File: config.mk
export PLATFORM = sky130hd
export DESIGN_NAME = euclidean_distance_unit_core_flat
export DESIGN_NICKNAME = d
export VERILOG_FILES = /design/src/sv/edu_pkg.sv /design/src/sv/edu_if.sv /design/src/sv/edu_lane.sv /design/src/sv/edu_merge.sv /design/src/sv/edu_isqrt.sv /design/src/sv/euclidean_distance_unit_core.sv /design/src/flat_wrapper.sv
export SDC_FILE = /design/constraint.sdc
export NUM_CORES = 2
export LEC_CHECK = 0
export ABC_AREA = 1
export BUFFER_PORTS_ARGS = -buffer_cell sky130_fd_sc_hd__clkbuf_2
export CAP_MARGIN = 20
export CORE_ASPECT_RATIO = 0.7
export CORE_MARGIN = 4
export CORE_UTILIZATION = 30
export CTS_BUF_LIST = sky130_fd_sc_hd__clkbuf_8
export CTS_CLUSTER_DIAMETER = 80
export DETAILED_ROUTE_END_ITERATION = 12
export GPL_TIMING_DRIVEN = 0
export RECOVER_POWER = 100
export REMOVE_ABC_BUFFERS = 1
export SYNTH_ARGS = -nofsm -noshare
export SYNTH_HDL_FRONTEND = slang
export SYNTH_SLANG_ARGS = --single-unit
File: constraint.sdc
create_clock -name clk_i -period 11.4 [get_ports clk_i]
set_input_delay 2.28 -clock clk_i [delete_from_list [all_inputs] [get_ports clk_i]]
set_output_delay 2.28 -clock clk_i [all_outputs]
set_load 0.05 [all_outputs]
File: src/sv/edu_pkg.sv
// ----------------------------------------------------------------------------
// edu_pkg: shared definitions for the Euclidean distance unit
// Widths, register map and inter-stage bus types used across the design.
// ----------------------------------------------------------------------------
package edu_pkg;

  localparam int MaxDims   = 4;
  localparam int LaneSlots = 4;
  localparam int CoordW    = 16;
  localparam int DiffW     = CoordW + 1;
  localparam int MagW      = CoordW;
  localparam int SqW       = 2 * MagW;
  localparam int PairW     = SqW + 1;
  localparam int SumW      = SqW + 2;
  localparam int ResW      = 17;
  localparam int RootSteps = SumW / 2;
  localparam int RemW      = ResW + 1;
  localparam int TrialW    = RemW + 2;
  localparam int DimsW     = 3;
  localparam int DataW     = 32;
  localparam int PaddrW    = 3;

  localparam logic [0:0]       RegActiveDims   = 1'b0;
  localparam logic [DimsW-1:0] ActiveDimsReset = 3'd4;
  localparam logic [ResW-1:0]  ResMax          = 17'd131070;

  typedef logic signed [CoordW-1:0] coord_t;
  typedef logic [SqW-1:0]           sq_t;

  typedef struct packed {
    logic                  valid;
    sq_t [MaxDims-1:0]     sq;
  } sq_bus_t;

  typedef struct packed {
    logic            valid;
    logic [SumW-1:0] sum;
  } sum_bus_t;

endpackage

File: src/sv/edu_if.sv
// ----------------------------------------------------------------------------
// edu_if: stream channels of the Euclidean distance unit
// Point-pair request channel and distance result channel, valid/ready.
// ----------------------------------------------------------------------------
interface edu_in_if;
  logic           valid;
  logic           ready;
  edu_pkg::coord_t a_coord0;
  edu_pkg::coord_t a_coord1;
  edu_pkg::coord_t a_coord2;
  edu_pkg::coord_t a_coord3;
  edu_pkg::coord_t b_coord0;
  edu_pkg::coord_t b_coord1;
  edu_pkg::coord_t b_coord2;
  edu_pkg::coord_t b_coord3;

  modport source (
    output valid, a_coord0, a_coord1, a_coord2, a_coord3,
    output b_coord0, b_coord1, b_coord2, b_coord3,
    input  ready
  );
  modport sink (
    input  valid, a_coord0, a_coord1, a_coord2, a_coord3,
    input  b_coord0, b_coord1, b_coord2, b_coord3,
    output ready
  );
endinterface

interface edu_out_if;
  logic                        valid;
  logic                        ready;
  logic [edu_pkg::ResW-1:0]    dist_res;

  modport source (
    output valid, dist_res,
    input  ready
  );
  modport sink (
    input  valid, dist_res,
    output ready
  );
endinterface

File: src/sv/edu_lane.sv
// ----------------------------------------------------------------------------
// edu_lane: one coordinate lane
// Forms the exact difference, its magnitude and the registered square.
// ----------------------------------------------------------------------------
module edu_lane (
  input  logic            clk_i,
  input  logic            en_i,
  input  logic            act_i,
  input  edu_pkg::coord_t a_i,
  input  edu_pkg::coord_t b_i,
  output edu_pkg::sq_t    sq_o
);
  import edu_pkg::*;

  logic signed [DiffW-1:0] diff;
  logic [DiffW-1:0]        mag_full;
  logic [MagW-1:0]         mag;
  sq_t                     sq_d, sq_q;

  assign diff     = DiffW'(a_i) - DiffW'(b_i);
  assign mag_full = diff[DiffW-1] ? DiffW'(-diff) : DiffW'(diff);
  assign mag      = mag_full[MagW-1:0];
  assign sq_d     = act_i ? (SqW'(mag) * SqW'(mag)) : '0;

  always_ff @(posedge clk_i) begin
    if (en_i) begin
      sq_q <= sq_d;
    end
  end

  assign sq_o = sq_q;

endmodule

File: src/sv/edu_merge.sv
// ----------------------------------------------------------------------------
// edu_merge: lane merge
// Two-level registered adder tree over the lane squares.
// ----------------------------------------------------------------------------
module edu_merge (
  input  logic              clk_i,
  input  logic              rst_ni,
  input  edu_pkg::sq_bus_t  sq_i,
  output logic              ready_o,
  output edu_pkg::sum_bus_t sum_o,
  input  logic              ready_i
);
  import edu_pkg::*;

  sq_t              sq4 [LaneSlots];
  logic             va_q, vb_q;
  logic             rdy_a, rdy_b;
  logic [PairW-1:0] pair_q [2];
  logic [SumW-1:0]  sum_q;

  for (genvar i = 0; i < LaneSlots; i++) begin : g_pad
    if (i < MaxDims) begin : g_used
      assign sq4[i] = sq_i.sq[i];
    end else begin : g_zero
      assign sq4[i] = '0;
    end
  end

  assign rdy_b = !vb_q || ready_i;
  assign rdy_a = !va_q || rdy_b;

  always_ff @(posedge clk_i or negedge rst_ni) begin
    if (!rst_ni) begin
      va_q <= 1'b0;
      vb_q <= 1'b0;
    end else begin
      if (rdy_a) begin
        va_q <= sq_i.valid;
      end
      if (rdy_b) begin
        vb_q <= va_q;
      end
    end
  end

  always_ff @(posedge clk_i) begin
    if (rdy_a) begin
      pair_q[0] <= PairW'(sq4[0]) + PairW'(sq4[1]);
      pair_q[1] <= PairW'(sq4[2]) + PairW'(sq4[3]);
    end
    if (rdy_b) begin
      sum_q <= SumW'(pair_q[0]) + SumW'(pair_q[1]);
    end
  end

  assign ready_o     = rdy_a;
  assign sum_o.valid = vb_q;
  assign sum_o.sum   = sum_q;

endmodule

File: src/sv/edu_isqrt.sv
// ----------------------------------------------------------------------------
// edu_isqrt: pipelined floor square root
// One root bit per stage, restoring digit-by-digit method.
// ----------------------------------------------------------------------------
module edu_isqrt (
  input  logic                     clk_i,
  input  logic                     rst_ni,
  input  edu_pkg::sum_bus_t        sum_i,
  output logic                     ready_o,
  output logic                     valid_o,
  output logic [edu_pkg::ResW-1:0] root_o,
  input  logic                     ready_i
);
  import edu_pkg::*;

  logic            v_q    [RootSteps];
  logic            rdy    [RootSteps];
  logic [ResW-1:0] root_q [RootSteps];
  logic [RemW-1:0] rem_q  [RootSteps-1];
  logic [SumW-1:0] n_q    [RootSteps-1];

  for (genvar j = 0; j < RootSteps; j++) begin : g_stage
    logic              v_in;
    logic [ResW-1:0]   root_in;
    logic [RemW-1:0]   rem_in;
    logic [SumW-1:0]   n_in;
    logic [TrialW-1:0] rem_new, trial;
    logic              ge;

    if (j == 0) begin : g_first
      assign v_in    = sum_i.valid;
      assign root_in = '0;
      assign rem_in  = '0;
      assign n_in    = sum_i.sum;
    end else begin : g_next
      assign v_in    = v_q[j-1];
      assign root_in = root_q[j-1];
      assign rem_in  = rem_q[j-1];
      assign n_in    = n_q[j-1];
    end

    if (j == RootSteps - 1) begin : g_last_rdy
      assign rdy[j] = !v_q[j] || ready_i;
    end else begin : g_mid_rdy
      assign rdy[j] = !v_q[j] || rdy[j+1];
    end

    assign rem_new = {rem_in, n_in[SumW-1 -: 2]};
    assign trial   = {1'b0, root_in, 2'b01};
    assign ge      = rem_new >= trial;

    always_ff @(posedge clk_i or negedge rst_ni) begin
      if (!rst_ni) begin
        v_q[j] <= 1'b0;
      end else if (rdy[j]) begin
        v_q[j] <= v_in;
      end
    end

    always_ff @(posedge clk_i) begin
      if (rdy[j]) begin
        root_q[j] <= {root_in[ResW-2:0], ge};
      end
    end

    if (j < RootSteps - 1) begin : g_carry
      logic [TrialW-1:0] rem_sub;

      assign rem_sub = rem_new - trial;

      always_ff @(posedge clk_i) begin
        if (rdy[j]) begin
          rem_q[j] <= ge ? rem_sub[RemW-1:0] : rem_new[RemW-1:0];
          n_q[j]   <= {n_in[SumW-3:0], 2'b00};
        end
      end
    end
  end

  assign ready_o = rdy[0];
  assign valid_o = v_q[RootSteps-1];
  assign root_o  = root_q[RootSteps-1];

`ifndef SYNTHESIS
  a_rem_bound: assert property (@(posedge clk_i) disable iff (!rst_ni)
    v_q[RootSteps-2] |-> rem_q[RootSteps-2] <= {root_q[RootSteps-2], 1'b0})
    else $error("partial remainder exceeds twice the partial root");
`endif

endmodule

File: src/sv/euclidean_distance_unit_core.sv
// ----------------------------------------------------------------------------
// euclidean_distance_unit_core: Euclidean distance of two Q8.8 points
// Four coordinate lanes, registered merge tree and pipelined square root.
// ----------------------------------------------------------------------------
// One point pair is taken every clock cycle unless the pipeline stalls, and its
// distance passes the lane square registers, the registered adder tree and the
// square root, which extracts one result bit per stage. Every stage has its own
// valid and ready, so a stalled result only holds back the stages behind it
// that are full. The active_dims register (offset 0, reset 4) selects how many
// lanes count; zero counts as one and values above four as four. For a vector
// length drive the second point with zeros.
module euclidean_distance_unit_core (
  input  logic                       clk_i,
  input  logic                       rst_ni,
  edu_in_if.sink                     in_i,
  edu_out_if.source                  out_o,
  input  logic                       psel,
  input  logic                       penable,
  input  logic                       pwrite,
  input  logic [edu_pkg::PaddrW-1:0] paddr,
  input  logic [edu_pkg::DataW-1:0]  pwdata,
  output logic [edu_pkg::DataW-1:0]  prdata,
  output logic                       pready
);
  import edu_pkg::*;

  logic [DimsW-1:0] dims_q, dims_d;
  logic [DimsW-1:0] eff_dims;
  logic             cfg_wr;
  coord_t           a_c [LaneSlots];
  coord_t           b_c [LaneSlots];
  logic             v0_q;
  logic             rdy0;
  logic             mrg_rdy;
  logic             sqr_rdy;
  sq_bus_t          sq_bus;
  sum_bus_t         sum_bus;

  // register port
  assign pready = 1'b1;
  assign cfg_wr = psel && penable && pwrite && (paddr[2] == RegActiveDims);
  assign dims_d = cfg_wr ? pwdata[DimsW-1:0] : dims_q;
  assign prdata = (paddr[2] == RegActiveDims) ? DataW'(dims_q) : '0;

  always_ff @(posedge clk_i or negedge rst_ni) begin
    if (!rst_ni) begin
      dims_q <= ActiveDimsReset;
    end else begin
      dims_q <= dims_d;
    end
  end

  always_comb begin
    eff_dims = dims_q;
    if (dims_q == '0) begin
      eff_dims = DimsW'(1);
    end else if (dims_q > DimsW'(MaxDims)) begin
      eff_dims = DimsW'(MaxDims);
    end
  end

  assign a_c[0] = in_i.a_coord0;
  assign a_c[1] = in_i.a_coord1;
  assign a_c[2] = in_i.a_coord2;
  assign a_c[3] = in_i.a_coord3;
  assign b_c[0] = in_i.b_coord0;
  assign b_c[1] = in_i.b_coord1;
  assign b_c[2] = in_i.b_coord2;
  assign b_c[3] = in_i.b_coord3;

  // lane stage
  assign rdy0       = !v0_q || mrg_rdy;
  assign in_i.ready = rdy0;

  always_ff @(posedge clk_i or negedge rst_ni) begin
    if (!rst_ni) begin
      v0_q <= 1'b0;
    end else if (rdy0) begin
      v0_q <= in_i.valid;
    end
  end

  for (genvar i = 0; i < MaxDims; i++) begin : g_lane
    edu_lane u_lane (
      .clk_i (clk_i),
      .en_i  (rdy0),
      .act_i (DimsW'(i) < eff_dims),
      .a_i   (a_c[i]),
      .b_i   (b_c[i]),
      .sq_o  (sq_bus.sq[i])
    );
  end

  assign sq_bus.valid = v0_q;

  edu_merge u_merge (
    .clk_i   (clk_i),
    .rst_ni  (rst_ni),
    .sq_i    (sq_bus),
    .ready_o (mrg_rdy),
    .sum_o   (sum_bus),
    .ready_i (sqr_rdy)
  );

  edu_isqrt u_isqrt (
    .clk_i   (clk_i),
    .rst_ni  (rst_ni),
    .sum_i   (sum_bus),
    .ready_o (sqr_rdy),
    .valid_o (out_o.valid),
    .root_o  (out_o.dist_res),
    .ready_i (out_o.ready)
  );

`ifndef SYNTHESIS
  a_idle_ready: assert property (@(posedge clk_i) disable iff (!rst_ni)
    !out_o.valid |-> in_i.ready)
    else $error("input stalled with an empty output stage");

  a_dims_range: assert property (@(posedge clk_i) disable iff (!rst_ni)
    (eff_dims != '0) && (eff_dims <= DimsW'(MaxDims)))
    else $error("effective lane count out of range");

  a_res_bound: assert property (@(posedge clk_i) disable iff (!rst_ni)
    out_o.valid |-> out_o.dist_res <= ResMax)
    else $error("distance exceeds largest reachable value");
`endif

endmodule
File: src/flat_wrapper.sv
// flat-port wrapper written by rule: the top's interface ports become plain ports
module euclidean_distance_unit_core_flat import edu_pkg::*;
  (clk_i, rst_ni, psel, penable, pwrite, paddr, pwdata, prdata, pready, in_i_valid, in_i_a_coord0, in_i_a_coord1, in_i_a_coord2, in_i_a_coord3, in_i_b_coord0, in_i_b_coord1, in_i_b_coord2, in_i_b_coord3, in_i_ready, out_o_valid, out_o_dist_res, out_o_ready);
  edu_in_if in_i_i ();
  edu_out_if out_o_i ();
  input  logic clk_i;
  input  logic rst_ni;
  input  logic psel;
  input  logic penable;
  input  logic pwrite;
  input  logic [edu_pkg::PaddrW-1:0] paddr;
  input  logic [edu_pkg::DataW-1:0] pwdata;
  output logic [edu_pkg::DataW-1:0] prdata;
  output logic pready;
  input wire logic [$bits(in_i_i.valid)-1:0] in_i_valid;
  input wire logic [$bits(in_i_i.a_coord0)-1:0] in_i_a_coord0;
  input wire logic [$bits(in_i_i.a_coord1)-1:0] in_i_a_coord1;
  input wire logic [$bits(in_i_i.a_coord2)-1:0] in_i_a_coord2;
  input wire logic [$bits(in_i_i.a_coord3)-1:0] in_i_a_coord3;
  input wire logic [$bits(in_i_i.b_coord0)-1:0] in_i_b_coord0;
  input wire logic [$bits(in_i_i.b_coord1)-1:0] in_i_b_coord1;
  input wire logic [$bits(in_i_i.b_coord2)-1:0] in_i_b_coord2;
  input wire logic [$bits(in_i_i.b_coord3)-1:0] in_i_b_coord3;
  output wire logic [$bits(in_i_i.ready)-1:0] in_i_ready;
  output wire logic [$bits(out_o_i.valid)-1:0] out_o_valid;
  output wire logic [$bits(out_o_i.dist_res)-1:0] out_o_dist_res;
  input wire logic [$bits(out_o_i.ready)-1:0] out_o_ready;
  assign in_i_i.valid = in_i_valid;
  assign in_i_i.a_coord0 = in_i_a_coord0;
  assign in_i_i.a_coord1 = in_i_a_coord1;
  assign in_i_i.a_coord2 = in_i_a_coord2;
  assign in_i_i.a_coord3 = in_i_a_coord3;
  assign in_i_i.b_coord0 = in_i_b_coord0;
  assign in_i_i.b_coord1 = in_i_b_coord1;
  assign in_i_i.b_coord2 = in_i_b_coord2;
  assign in_i_i.b_coord3 = in_i_b_coord3;
  assign in_i_ready = in_i_i.ready;
  assign out_o_valid = out_o_i.valid;
  assign out_o_dist_res = out_o_i.dist_res;
  assign out_o_i.ready = out_o_ready;
  euclidean_distance_unit_core u_core (.clk_i(clk_i), .rst_ni(rst_ni), .in_i(in_i_i), .out_o(out_o_i), .psel(psel), .penable(penable), .pwrite(pwrite), .paddr(paddr), .pwdata(pwdata), .prdata(prdata), .pready(pready));
endmodule
# Word-level counts from Yosys, hierarchy flattened
# Memories as Yosys holds them, arrays and structs flattened.
# Index checks and enable logic that the tools add are counted.
[op_classes] add_sub_neg=27 n_mul=4 magnitude_cmp=22 n_mux=59 bitwise_logic=1 n_reduce_logical=44
[op_table] cell="20-bit by 19-bit >= comparator with 1-bit output" n=16
[op_table] cell="18-bit two-way mux" n=16
[op_table] cell="18-bit subtractor" n=15
[op_table] cell="16-bit by 16-bit multiplier with 32-bit output" n=4
[op_table] cell="16-bit by 16-bit subtractor with 17-bit output" n=4
[op_table] cell="32-bit by 32-bit adder with 33-bit output" n=2
[op_table] cell="16-bit two-way mux" n=4
[op_table] cell="16-bit negator" n=4
[op_table] cell="1-bit two-way mux" n=36
[op_table] cell="33-bit by 33-bit adder with 34-bit output" n=1
[op_table] cell="1-bit zero test" n=20
[op_table] cell="1-bit logical OR" n=20
[op_table] cell="3-bit two-way mux" n=3
[op_table] cell="1-bit by 3-bit less-than comparator with 1-bit output (first input constant)" n=2
[op_table] cell="2-bit by 3-bit less-than comparator with 1-bit output (first input constant)" n=2
[op_table] cell="3-bit > comparator (second input constant)" n=1
[op_table] cell="1-bit logical AND" n=3
[op_table] cell="3-bit zero test" n=1
[op_table] cell="2-bit by 1-bit subtractor with 3-bit output (second input constant)" n=1
[op_table] cell="2-bit by 1-bit >= comparator with 1-bit output (second input constant)" n=1
[op_table] cell="1-bit inverter" n=1
[totals] ff_bits=185 mem_bits_rw=1155 inputBits=170 out_inout_bits=52 elab_cells=187 mem_count=4
[mem_list] memory="u_core.u_isqrt.n_q" words=16 word_bits=32 read_ports=16 rd_clocked_by_memory_dff=0 wr=16 line_no="edu_isqrt.sv:20" text="logic [SumW-1:0] n_q [RootSteps-1];"
[mem_list] memory="u_core.u_isqrt.root_q" words=17 word_bits=17 read_ports=17 rd_clocked_by_memory_dff=0 wr=17 line_no="edu_isqrt.sv:18" text="logic [ResW-1:0] root_q [RootSteps];"
[mem_list] memory="u_core.u_isqrt.rem_q" words=16 word_bits=18 read_ports=16 rd_clocked_by_memory_dff=0 wr=16 line_no="edu_isqrt.sv:19" text="logic [RemW-1:0] rem_q [RootSteps-1];"
[mem_list] memory="u_core.u_merge.pair_q" words=2 word_bits=33 read_ports=2 rd_clocked_by_memory_dff=0 wr=2 line_no="edu_merge.sv:18" text="logic [PairW-1:0] pair_q [2];"

# Logic depth before layout (Yosys ltp)
[depth] word_depth=22 depth_mapped=46 mapped_depth_nobuf=45

# By module
# A second synthesis with hierarchy kept.
[unflattened] hier_cells=9660 hier_area_um2=83969.3
[modules_own_cells] module="edu_isqrt" instances=1 cells_each=2943 area_per_inst_um2=33678.6 seq_area_each_um2=21235.4
[modules_own_cells] module="edu_merge" instances=1 cells_each=1657 area_per_inst_um2=10372.4 seq_area_each_um2=3052.9
[modules_own_cells] module="edu_lane at u_core.g_lane[1].u_lane" instances=1 cells_each=1232 area_per_inst_um2=9925.8 seq_area_each_um2=930.9
[modules_own_cells] module="edu_lane at u_core.g_lane[0].u_lane" instances=1 cells_each=1246 area_per_inst_um2=9907.0 seq_area_each_um2=930.9
[modules_own_cells] module="edu_lane at u_core.g_lane[2].u_lane" instances=1 cells_each=1277 area_per_inst_um2=9873.2 seq_area_each_um2=930.9
[modules_own_cells] module="edu_lane at u_core.g_lane[3].u_lane" instances=1 cells_each=1242 area_per_inst_um2=9761.9 seq_area_each_um2=930.9
[modules_own_cells] module="euclidean_distance_unit_core" instances=1 cells_each=63 area_per_inst_um2=450.4 seq_area_each_um2=101.3

# Least setup slack after synthesis
# OpenSTA, ideal clock, no wires.
[synth_timing] kind="input port to output port" startpoint="in out_o_ready" endpoint="out in_i_ready" arrival_time_ns=8.886 required_ns=9.120 path_slack_ns=0.234 cell_stages=18 path_buffers=0 path_cell_list="inv_2 > nand2_2 > nor2_4 > nand2_2 > nor2_4 > nand2_4 > nor2_4 > nand2_4 > nor2_4 > nand2_4 > nor2_4 > nand2_4 > nor2_4 > nand2_4 > nor2_4 > nand3_4 > nor2_4 > nand4_2"
[synth_rtl] item="start: declaration" line_no="flat_wrapper.sv:27" text="input wire logic [$bits(out_o_i.ready)-1:0] out_o_ready;"
[synth_rtl] item="end: declaration" line_no="flat_wrapper.sv:24" text="output wire logic [$bits(in_i_i.ready)-1:0] in_i_ready;"

# Final worst setup path
[layout_timing] startpoint="in in_i_a_coord0[0]" endpoint="reg u_core.g_lane[0].u_lane.sq_q[26] (data pin)"
[layout_between] elab_chain_cells=4
[layout_lines] item="start: declaration" line_no="flat_wrapper.sv:16" text="input wire logic [$bits(in_i_i.a_coord0)-1:0] in_i_a_coord0;"
[layout_lines] item="16-bit by 16-bit subtractor with 17-bit output (*)" line_no="edu_lane.sv:20" text="assign diff = DiffW'(a_i) - DiffW'(b_i);"
[layout_lines] item="16-bit negator" line_no="edu_lane.sv:21" text="assign mag_full = diff[DiffW-1] ? DiffW'(-diff) : DiffW'(diff);"
[layout_lines] item="16-bit two-way mux (*)" line_no="edu_lane.sv:21"
[layout_lines] item="16-bit by 16-bit multiplier with 32-bit output (*)" line_no="edu_lane.sv:23" text="assign sq_d = act_i ? (SqW'(mag) * SqW'(mag)) : '0;"
[layout_lines] item="end signal: assignment" line_no="edu_lane.sv:27" text="sq_q <= sq_d;"
[layout_lines] item="end: declaration" line_no="edu_lane.sv:18" text="sq_t sq_d, sq_q;"
# Mark *: on every way between the ends. The rest lies on a longest branch, timed or not.
# A chain may end at the register's enable or synchronous reset.

==> summary.txt <==
FLOORPLANNING
----------------------------------------------------------------------------------------
Die Outline Area                                                              272000 um2
Starting Density                                                                   30.2%
IO Count                                                                             222
CORE AREA                                                                     262000 um2
Row count                                                                            157
Die width                                                                         621 um
Die Span Y                                                                        437 um

STA
----------------------------------------------------------------------------------------
Final critical delay including setup and external delays                        10840 ps
Share of the clock period used by the worst path after layout                      95.1%
Final Max Tran Viols                                                                 425
Final-report setup violation count                                                     0
PnR worst setup slack                                                             562 ps
Final Skew                                                                       55.7 ps
Remaining max-slew budget at the tightest pin                                      -115%
Setup repair after global routing missed its margin                                false
Least-Margin Pin Slew                                                            3220 ps
Total negative slack                                                                0 ps
Maximum clock rate                                                              92.3 MHz
Final hold violation count                                                             0

SETUP PATH
----------------------------------------------------------------------------------------
Critical path class                                                            in -> reg
Worst Setup End Kind                                                                flop
Largest stage delay on the critical path                                          580 ps
Critical path required time                                                     11960 ps
Critical Path Slowest Stage Cell                                            sky130_fd_sc_hd__fa_1
Crit path max fanout                                                                  13
Cell repeated most along the worst path                                     sky130_fd_sc_hd__nand2_1
Critical Path Start Type                                                      input port
Arrival time at the worst endpoint                                              11400 ps

SYNTH
----------------------------------------------------------------------------------------
Count leader, synth                                                         sky130_fd_sc_hd__inv_1
Yosys top cell area share                                                          34.9%
Number of flops mapped to enable cells by yosys                                      917
Synthesized flop and latch total                                                     940
Unique cell type count in the Yosys netlist                                           70
Cell type with the largest total area after synthesis                       sky130_fd_sc_hd__edfxtp_1
Sequential cell area fraction in the yosys report                                  35.6%
Leading register cell type out of synthesis                                 sky130_fd_sc_hd__edfxtp_1
Total standard cell area after synthesis                                       79000 um2
Share of flip-flops with an asynchronous set or reset                              2.45%
Main area contributors after synthesis                                      sky130_fd_sc_hd__edfxtp_1 (35%), sky130_fd_sc_hd__fa_1 (17%), sky130_fd_sc_hd__ha_1 (11%)
Most frequent cells after synthesis                                         sky130_fd_sc_hd__inv_1 (1785), sky130_fd_sc_hd__nand2_1 (1402), sky130_fd_sc_hd__edfxtp_1 (917)
Count of warnings emitted by yosys                                                     0
Average footprint of a synthesized cell                                         9.27 um2
Number of standard cells after synthesis                                            8520

PLACED DESIGN
----------------------------------------------------------------------------------------
Routability-driven placement congestion ratio                                      0.862
Total half-perimeter wirelength after legalization and detailed placement         139 mm
Number of I/O port buffers                                                           160
Worst slack at placement                                                        -58.7 ps

ROUTING
----------------------------------------------------------------------------------------
DRC Markers                                                                            0
Average routed wire per standard cell                                            13.7 um
Via total after detailed routing                                                   54900
Vias per cell                                                                       4.44
DR pass1 iterations                                                                    5
Final ANT Viol Nets                                                                    0
Detailed Route Iter0 Violations                                                     3270
Post-detailed-routing wire length                                                 169 mm

CTS
----------------------------------------------------------------------------------------
Number of buffers inserted during clock tree synthesis                               153
CTS tree                                                                           built
Buffer cell driving the clock tree root                                     sky130_fd_sc_hd__clkbuf_8
Sink count of the clock tree                                                         940
Longest Clk Path Bufs                                                                  4
CTS H-Tree Depth                                                                       4
Clk slew on worst S/H paths                                                        60 ps
Clock insertion delay at the later pin of the skew report                         830 ps

STATUS
----------------------------------------------------------------------------------------
Result of the run                                                           complete, but fails checks
Failing checks                                                              capacitance limit, slew limit

WORST HOLD PATH
----------------------------------------------------------------------------------------
Class of the tightest hold or removal check                                   reg -> reg

GRT
----------------------------------------------------------------------------------------
Global-route wire length before repair                                            282 mm
GRT overflow                                                                           0
Number of global-route vias before repair                                          54200
Total GRT Usage                                                                    12.5%
Pin count of the biggest net entering global routing                                  59
Antenna violations before repair                                                       3

FINISH
----------------------------------------------------------------------------------------
Layout fillers                                                                     27100
Final Net Count                                                                    10300
Layout cells sized above 1                                                         5.85%
P&R area growth vs syn                                                             9.62%

JOB
----------------------------------------------------------------------------------------
# Max-Cap Violations                                                                  10

-- final cells by class --
cell class	instances	area [um2]	share of cell area, %
tap	3498	4380	5.05
clock buffer	164	2260	2.61
timing repair buffer	186	958	1.11
clock inverter	99	599	0.692
sequential	940	28100	32.5
antenna	1	2.50	0.00289
multi-input combinational	5651	43400	50.1
inverter	1832	6880	7.94
-- what timing repair did --
action	in CTS	in global routing
setup endpoints to repair	1	1
pin swaps	0	1
setup buffers	0	0
hold buffers	0	0
endpoints found under the hold margin	0	0
gates cloned	0	1
gates resized for setup	1	0
-- cells in the final DEF, fill, tap and decap left out, drive strengths merged, types with 4 or more instances in the layout --
cell type / instances
edfxtp: 917
xnor2: 136
clkbuf: 340
nand3: 261
inv: 1878
fa: 661
a31o: 4
a21oi: 519
ha: 712
a31oi: 40
nand4: 68
buf: 10
clkinvlp: 5
o221ai: 10
o31ai: 13
o21a: 19
a21o: 25
o21bai: 26
and2: 9
a221oi: 8
nand3b: 31
nor2: 837
clkinv: 41
a21boi: 19
nand2: 1439
a211oi: 12
xor2: 235
nor4: 35
o211ai: 21
bufinv: 7
nor3: 81
dfrtp: 22
o21ai: 332
conb: 31
or2: 50
-- state kept, by name (all words and copies together), names as in the netlist, 3 cells and up --
register and cells:
u_core.u_merge.pair_q 66, u_core.u_merge.sum_q 34, u_core.g_lane.u_lane.sq_o 124, u_core.u_isqrt.root_q 153, u_core.u_isqrt.g_stage.v_in 16, u_core.u_isqrt.rem_q 268
u_core.dims_q 3, u_core.u_isqrt.n_q 272
-- metrics by stage --
step | hold WS (ps) | std cells | instance area, um2 | utilization, %
after floorplan | 400 | 8422 | 78400 | -
after global placement | 400 | 12100 | 83600 | 31.9
after detailed placement | 405 | 12100 | 84000 | 32.1
after CTS | 399 | 12400 | 86900 | 33.2
after global routing | 419 | 12400 | 86600 | 33.1
final | 395 | 12400 | 86600 | 33.1
-- kinds of logic after synthesis --
group | after synthesis | synth area share, %
compound gates | 1057 | 7.40
xor+xnor | 371 | 4.24
buf+inv | 1959 | 9.60
flops | 940 | 35.6
mux | 1 | 0.0127
other cells | 2 | 0.00951
fa+ha+maj | 1373 | 28.0
simple gates | 2817 | 15.1
-- worst paths after layout --
path	from	to	slack (ps)	depth (start not counted)
max	in_i_a_coord0[0]	u_core.g_lane[0].u_lane.sq_o[26]$_SDFFCE_PP0P_	560	38
min	u_core.u_isqrt.n_q[0][23]$_DFFE_PP_	u_core.u_isqrt.n_q[0][57]$_DFFE_PP_	400	0
max reg2reg	u_core.u_isqrt.valid_o$_DFFE_PN0P_	u_core.g_lane[0].u_lane.sq_o[31]$_SDFFCE_PP0P_	2870	19
min reg2reg	u_core.u_isqrt.n_q[0][23]$_DFFE_PP_	u_core.u_isqrt.n_q[0][57]$_DFFE_PP_	400	0
max in group asynchronous	rst_ni	u_core.v0_q$_DFFE_PN0P_	7930	2
min in group asynchronous	rst_ni	u_core.u_isqrt.g_stage[15].v_in$_DFFE_PN0P_	1340	1
-- worst max-delay path, delay by kind of cell --
kind / cells / cell delay, ps
and+or+nand+nor: 13 / 1460
buffers and inverters: 7 / 1340
adders and majority gates: 9 / 4000
AOI/OAI and AO/OA: 8 / 1720
xor gates and xnor gates: 1 / 570
-- metal layers --
| layer | routed length, um | vias up | GRT usage, % | part of all wire [%] |
|---|---|---|---|---|
| met5 | 13 | - | 0 | 0.0077 |
| met4 | 2510 | 2 | 2.11 | 1.5 |
| met3 | 7990 | 211 | 1.74 | 4.7 |
| met2 | 73700 | 1069 | 19.5 | 44 |
| met1 | 85000 | 25800 | 18.4 | 50 |
| li1 | - | 27800 | - | - |
Power is not shown: default switching activity piles up to over one toggle a cycle in this logic, so the estimate is an artifact.
